===== src/design/aho_corasick_flat_scanner_top_macros.svh =====
// ----------------------------------------------------------------------------
// aho_corasick_flat_scanner_top_macros
// assertion macros used by the scanner controller
// ----------------------------------------------------------------------------
`ifndef AHO_CORASICK_FLAT_SCANNER_TOP_MACROS_SVH
`define AHO_CORASICK_FLAT_SCANNER_TOP_MACROS_SVH

// same-cycle implication, disabled during reset
`define ACFS_ASSERT_NOW(lbl, clk, rst_n, ante, cons) \
    lbl: assert property (@(posedge clk) disable iff (!rst_n) (ante) |-> (cons)) \
        else $error("acfs check failed");

// next-cycle implication, disabled during reset
`define ACFS_ASSERT_NEXT(lbl, clk, rst_n, ante, cons) \
    lbl: assert property (@(posedge clk) disable iff (!rst_n) (ante) |=> (cons)) \
        else $error("acfs check failed");

`endif


===== src/design/acfs_pkg.sv =====
// ----------------------------------------------------------------------------
// acfs_pkg
// sizes, action codes and controller/datapath interface types of the scanner
// ----------------------------------------------------------------------------
`default_nettype none

package acfs_pkg;

    localparam int NUM_STATES    = 1024;
    localparam int ALPHABET      = 256;
    localparam int PATTERN_SLOTS = 4096;
    localparam int MAX_PER_STATE = 64;

    localparam int STATE_W     = $clog2(NUM_STATES);
    localparam int SYM_W       = $clog2(ALPHABET);
    localparam int PAT_W       = $clog2(PATTERN_SLOTS);
    localparam int TRANS_DEPTH = NUM_STATES * ALPHABET;
    localparam int TRANS_AW    = STATE_W + SYM_W;

    localparam int ACT_W  = 3;
    localparam int BYTE_W = 8;
    localparam int POS_W  = 32;
    localparam int IDX_W  = 12;
    localparam int VAL_W  = 16;
    localparam int CNT_W  = 7;
    localparam int OUT_W  = PAT_W + CNT_W;

    localparam logic [ACT_W-1:0] ACT_SCAN    = 3'd0;
    localparam logic [ACT_W-1:0] ACT_TRANS   = 3'd1;
    localparam logic [ACT_W-1:0] ACT_OUTPUT  = 3'd2;
    localparam logic [ACT_W-1:0] ACT_PATTERN = 3'd3;
    localparam logic [ACT_W-1:0] ACT_RESTART = 3'd4;

    typedef struct packed {
        logic trans_we;
        logic out_we;
        logic pat_we;
        logic restart;
        logic scan_rd;
        logic state_ld;
        logic out_rd;
        logic list_ld;
        logic pat_next;
        logic res_ld;
    } t_cmd;

    typedef struct packed {
        logic count_zero;
        logic last;
        logic out_valid;
        logic out_taken;
    } t_sts;

endpackage

`default_nettype wire


===== src/design/acfs_ctrl.sv =====
// ----------------------------------------------------------------------------
// acfs_ctrl
// scanner controller: decodes input beats and sequences the scan, the
// output-list lookup and the match walk
// ----------------------------------------------------------------------------
`default_nettype none

`include "aho_corasick_flat_scanner_top_macros.svh"

module acfs_ctrl (
    input  wire logic                       i_clk,
    input  wire logic                       i_rst_n,
    input  wire logic                       i_valid,
    input  wire logic [acfs_pkg::ACT_W-1:0] i_action,
    input  wire logic                       i_emit,
    output logic                            o_stall,
    output acfs_pkg::t_cmd                  o_cmd,
    input  wire acfs_pkg::t_sts             i_sts
);

    typedef enum logic [2:0] {
        S_IDLE,
        S_NEXT,
        S_OUT,
        S_PAT,
        S_EMIT
    } t_state;

    t_state r_state;
    t_state n_state;
    logic   r_emit;
    logic   n_emit;
    logic   r_stall;
    logic   n_stall;

    always_comb begin
        o_cmd   = '0;
        n_state = r_state;
        n_emit  = r_emit;
        case (r_state)
            S_IDLE: begin
                if (i_valid) begin
                    case (i_action)
                        acfs_pkg::ACT_SCAN: begin
                            o_cmd.scan_rd = 1'b1;
                            n_emit        = i_emit;
                            n_state       = S_NEXT;
                        end
                        acfs_pkg::ACT_TRANS:   o_cmd.trans_we = 1'b1;
                        acfs_pkg::ACT_OUTPUT:  o_cmd.out_we   = 1'b1;
                        acfs_pkg::ACT_PATTERN: o_cmd.pat_we   = 1'b1;
                        acfs_pkg::ACT_RESTART: o_cmd.restart  = 1'b1;
                        default: ;
                    endcase
                end
            end
            S_NEXT: begin
                o_cmd.state_ld = 1'b1;
                if (r_emit) begin
                    o_cmd.out_rd = 1'b1;
                    n_state      = S_OUT;
                end else begin
                    n_state = S_IDLE;
                end
            end
            S_OUT: begin
                if (i_sts.count_zero) begin
                    n_state = S_IDLE;
                end else begin
                    o_cmd.list_ld = 1'b1;
                    n_state       = S_PAT;
                end
            end
            S_PAT: begin
                o_cmd.res_ld = 1'b1;
                n_state      = S_EMIT;
            end
            S_EMIT: begin
                if (i_sts.out_taken) begin
                    if (i_sts.last) begin
                        n_state = S_IDLE;
                    end else begin
                        o_cmd.pat_next = 1'b1;
                        n_state        = S_PAT;
                    end
                end
            end
            default: n_state = S_IDLE;
        endcase
        n_stall = (n_state != S_IDLE);
    end

    always_ff @(posedge i_clk) begin
        if (!i_rst_n) begin
            r_state <= S_IDLE;
            r_emit  <= 1'b0;
            r_stall <= 1'b0;
        end else begin
            r_state <= n_state;
            r_emit  <= n_emit;
            r_stall <= n_stall;
        end
    end

    assign o_stall = r_stall;

    `ACFS_ASSERT_NEXT(a_scan_goes_next, i_clk, i_rst_n, o_cmd.scan_rd, r_state == S_NEXT && o_stall)
    `ACFS_ASSERT_NEXT(a_list_starts, i_clk, i_rst_n, r_state == S_OUT && !i_sts.count_zero, r_state == S_PAT)
    `ACFS_ASSERT_NOW(a_emit_holds_beat, i_clk, i_rst_n, r_state == S_EMIT, i_sts.out_valid)
    `ACFS_ASSERT_NOW(a_beat_only_emit, i_clk, i_rst_n, i_sts.out_valid, r_state == S_EMIT)

endmodule

`default_nettype wire


===== config.mk =====
export PLATFORM = sky130hd
export DESIGN_NAME = acfs_ctrl
export DESIGN_NICKNAME = d
export VERILOG_FILES = /design/src/design/acfs_pkg.sv /design/src/design/acfs_ctrl.sv
export VERILOG_INCLUDE_DIRS = /design/src /design/src/design
export SDC_FILE = /design/constraint.sdc
export NUM_CORES = 1
export LEC_CHECK = 0
export BUFFER_PORTS_ARGS = -buffer_cell sky130_fd_sc_hd__clkbuf_2
export CAP_MARGIN = 25
export CORE_MARGIN = 2
export CORE_UTILIZATION = 26
export CTS_BUF_LIST = sky130_fd_sc_hd__clkbuf_4 sky130_fd_sc_hd__clkbuf_8
export DETAILED_ROUTE_END_ITERATION = 12
export GPL_TIMING_DRIVEN = 0
export PLACE_DENSITY = 0.57
export REMOVE_ABC_BUFFERS = 1
export SLEW_MARGIN = 5
export SYNTH_ARGS = -nofsm -noshare
export SYNTH_HDL_FRONTEND = slang
export SYNTH_SLANG_ARGS = --single-unit

===== constraint.sdc =====
create_clock -name i_clk -period 1.6 [get_ports i_clk]
set_input_delay 0.32 -clock i_clk [delete_from_list [all_inputs] [get_ports i_clk]]
set_output_delay 0.32 -clock i_clk [all_outputs]
set_load 0.05 [all_outputs]

==> flow_summary.yaml <==
status:
  status: "finished with violations"
  violations: "negative setup slack"
logic_synthesis:
  ys_seq_area_share_pct: 26.1
  syn_area_um2: 384
  postSynthAreaPerCell_um2: 9.37
  synth_area_leader_cell: "dfxtp_1"
  synth_seq_cells: 5
  yosysTopAreaCellShare_pct: 26.1
  ys_types: 29
  synthCells: 41
  synth_warnings: 0
  yosys-top-cells-area: "dfxtp_1 (26%), nor3b_2 (6.5%), nor4b_4 (6.2%)"
placement:
  routabilityCongestion: 0.741
  place_ws_ps: -190
  post-dp-hpwl_um: 681
  place_area_um2: 487
  io_buffers: 20
  dp.cells: 74
route:
  detail-route-antenna-nets: 0
  routed_wl_um: 1170
  first_pass_iters: 1
  vias_per_cell: 4.90
  wl_per_cell_um: 13.1
  drt_iter0_markers: 0
  via_count: 436
  drc_errors: 0
grt:
  grt-ovfl-total: 0
  grt_usage_pct: 12.4
  grt_pass1_wl_um: 1700
  antenna_found_initial: 0
  grt_max_degree: 11
  grt_pass1_vias: 403
setup_path:
  path_cells: "nor4b_4, nand2b_2, nor3b_2, clkbuf_8"
  cp-start-kind: "flop"
  cp_slowest_cell: "nor4b_4"
  cp_data_arrival_time_ps: 1530
  crit_type: "reg2out"
  cp_num_buf_inv: 1
  max_stage_delay_ps: 370
  cp-end-kind: "output port"
  path_max_fanout: 4
  cp.required_ps: 1280
  path_delay_family: "simple AND/OR/NAND/NOR gates"
timing:
  post-route-min-period_ps: 1850
  fin_ws_ps: -253
  grt_setup_unrepaired: "true"
  slew_headroom_pct: 61.1
  hold_slack_ps: 319
  tightest_slew_ps: 579
  setup_tns_ps: -1020
  setup_violations: 5
  hold_viol_final: 0
  timing.fmax_mhz: 540
  drv_slew: 0
  fin_crit_sh_pct: 116
  fin_skew_ps: 0.471
cts:
  cts_root_buf: "clkbuf_4"
  cts_sinks: 5
  cts_max_path_buffers: 2
  clk_latency_ps: 240
  cts_buffers: 3
  clk_pin_slew_ps: 40
  cts-htree-levels: 1
  cts_tree: "built"
cells_and_area:
  synthToLayoutAreaGrowth_pct: 87.6
  layout-drive-gt1-share_pct: 68.9
  nets: 86
  seq_area_um2: 111
  n_antenna_cell: 0
  design_area_um2: 721
  fill_cells: 119
  finish.utilization_pct: 54.0
  multi_input_area_um2: 292
  instances_no_fill: 89
floorplan:
  die_h_um: 42.4
  die_area_um2: 1800
  core_um2: 1330
  initial_utilization_pct: 28.8
  die_x_um: 42.4
  rows: 13
  num_io_pins: 22
run:
  cap_violations: 0
power_and_ir_drop:
  p_leak_nw: 0.343
  peakVddDrop_mv: 0.340
  total_power_uw: 362
  p_per_area_nw_per_um2: 503
hold_path:
  hp-class: "in2reg"
==> cell usage in the layout (no fill, tap or decap), drive strengths merged <==
cell type and count:
clkbuf 18, buf 17, dfxtp 5, nor3b 5, nor4b 3, inv 3
nor2 2, a21oi 2, nand2 2, and4bb 2, o21ai 2, nor3 1
and3b 1, nand2b 1, and4b 1, and3 1, nor2b 1, and2 1
a211oi 1, nand3 1, a21bo 1, o21bai 1, nand4 1, o211ai 1
==> where the power goes <==
part	switching [mW]	internal [mW]	total, mW	leakage [nW]
combinational	0.0428	0.0379	0.0807	0.282
sequential	0.00111	0.122	0.123	0.0428
clock	0.0477	0.111	0.159	0.0184
==> worst min-delay path, delay by kind of cell <==
family | cells | cell delay (ps)
AOI/OAI and AO/OA | 1 | 50
and+or+nand+nor | 1 | 60
buffers and inverters | 1 | 80
==> synthesized netlist by cell type <==
| cell | instances |
|---|---|
| a211oi_2 | 1 |
| a21bo_1 | 1 |
| a21oi_1 | 2 |
| and2_1 | 1 |
| and3_1 | 1 |
| and3b_2 | 1 |
| and4b_1 | 1 |
| and4bb_1 | 1 |
| and4bb_2 | 1 |
| buf_6 | 1 |
| clkbuf_2 | 1 |
| dfxtp_1 | 5 |
| inv_1 | 3 |
| nand2_1 | 2 |
| nand2b_2 | 1 |
| nand3_1 | 1 |
| nand4_1 | 1 |
| nor2_1 | 2 |
| nor2b_1 | 1 |
| nor3_1 | 1 |
| nor3b_1 | 3 |
| nor3b_2 | 2 |
| nor4b_1 | 1 |
| nor4b_2 | 1 |
| nor4b_4 | 1 |
| o211ai_1 | 1 |
| o21ai_0 | 1 |
| o21ai_1 | 1 |
| o21bai_1 | 1 |
==> registers in the layout, indices dropped and copies added (netlist names) <==
name     cells
r_state      3
o_stall      1
r_emit       1
==> kinds of logic after synthesis <==
kind of cell | synth area share (%)
AND/OR/NAND/NOR | 51.8
flip-flops | 26.1
buffers and inverters | 7.16
AO/OA/AOI/OAI | 15.0
==> timing repair <==
action / in CTS / in global routing
hold endpoints to repair: 0 / 0
hold buffers: 0 / 0
buffers inserted: 2 / 9
gates resized for setup: 17 / 23
endpoints found under the setup margin: 10 / 8
pin swaps: 3 / 5
==> path summary, 6_finish.rpt <==
kind / startpoint / endpoint / slack [ps] / depth (start not counted)
worst max register to register: r_state[1] / o_stall / 190 / 6
worst min-delay path: i_emit / r_emit / 320 / 3
worst max-delay path: r_state[1] / o_cmd[8] / -250 / 4
worst min register to register: r_state[0] / r_state[0] / 580 / 2
==> routing by layer <==
metal	vias to the layer above	global-route usage [%]	part of all wire, %
met5	-	0	0
met4	0	5.63	0.43
met3	2	4.31	3.7
met2	11	20.3	53
met1	206	14.4	42
li1	217	-	-
==> layout make-up <==
type,instances,share of cell area (%)
Clock buffer,4,4.17
Timing Repair Buffer,31,35.8
Multi-Input combinational cell,31,40.5
Sequential cell,5,15.5
Tap cell,15,2.60
Inverter,3,1.56
(Power assumes the default switching activity.)
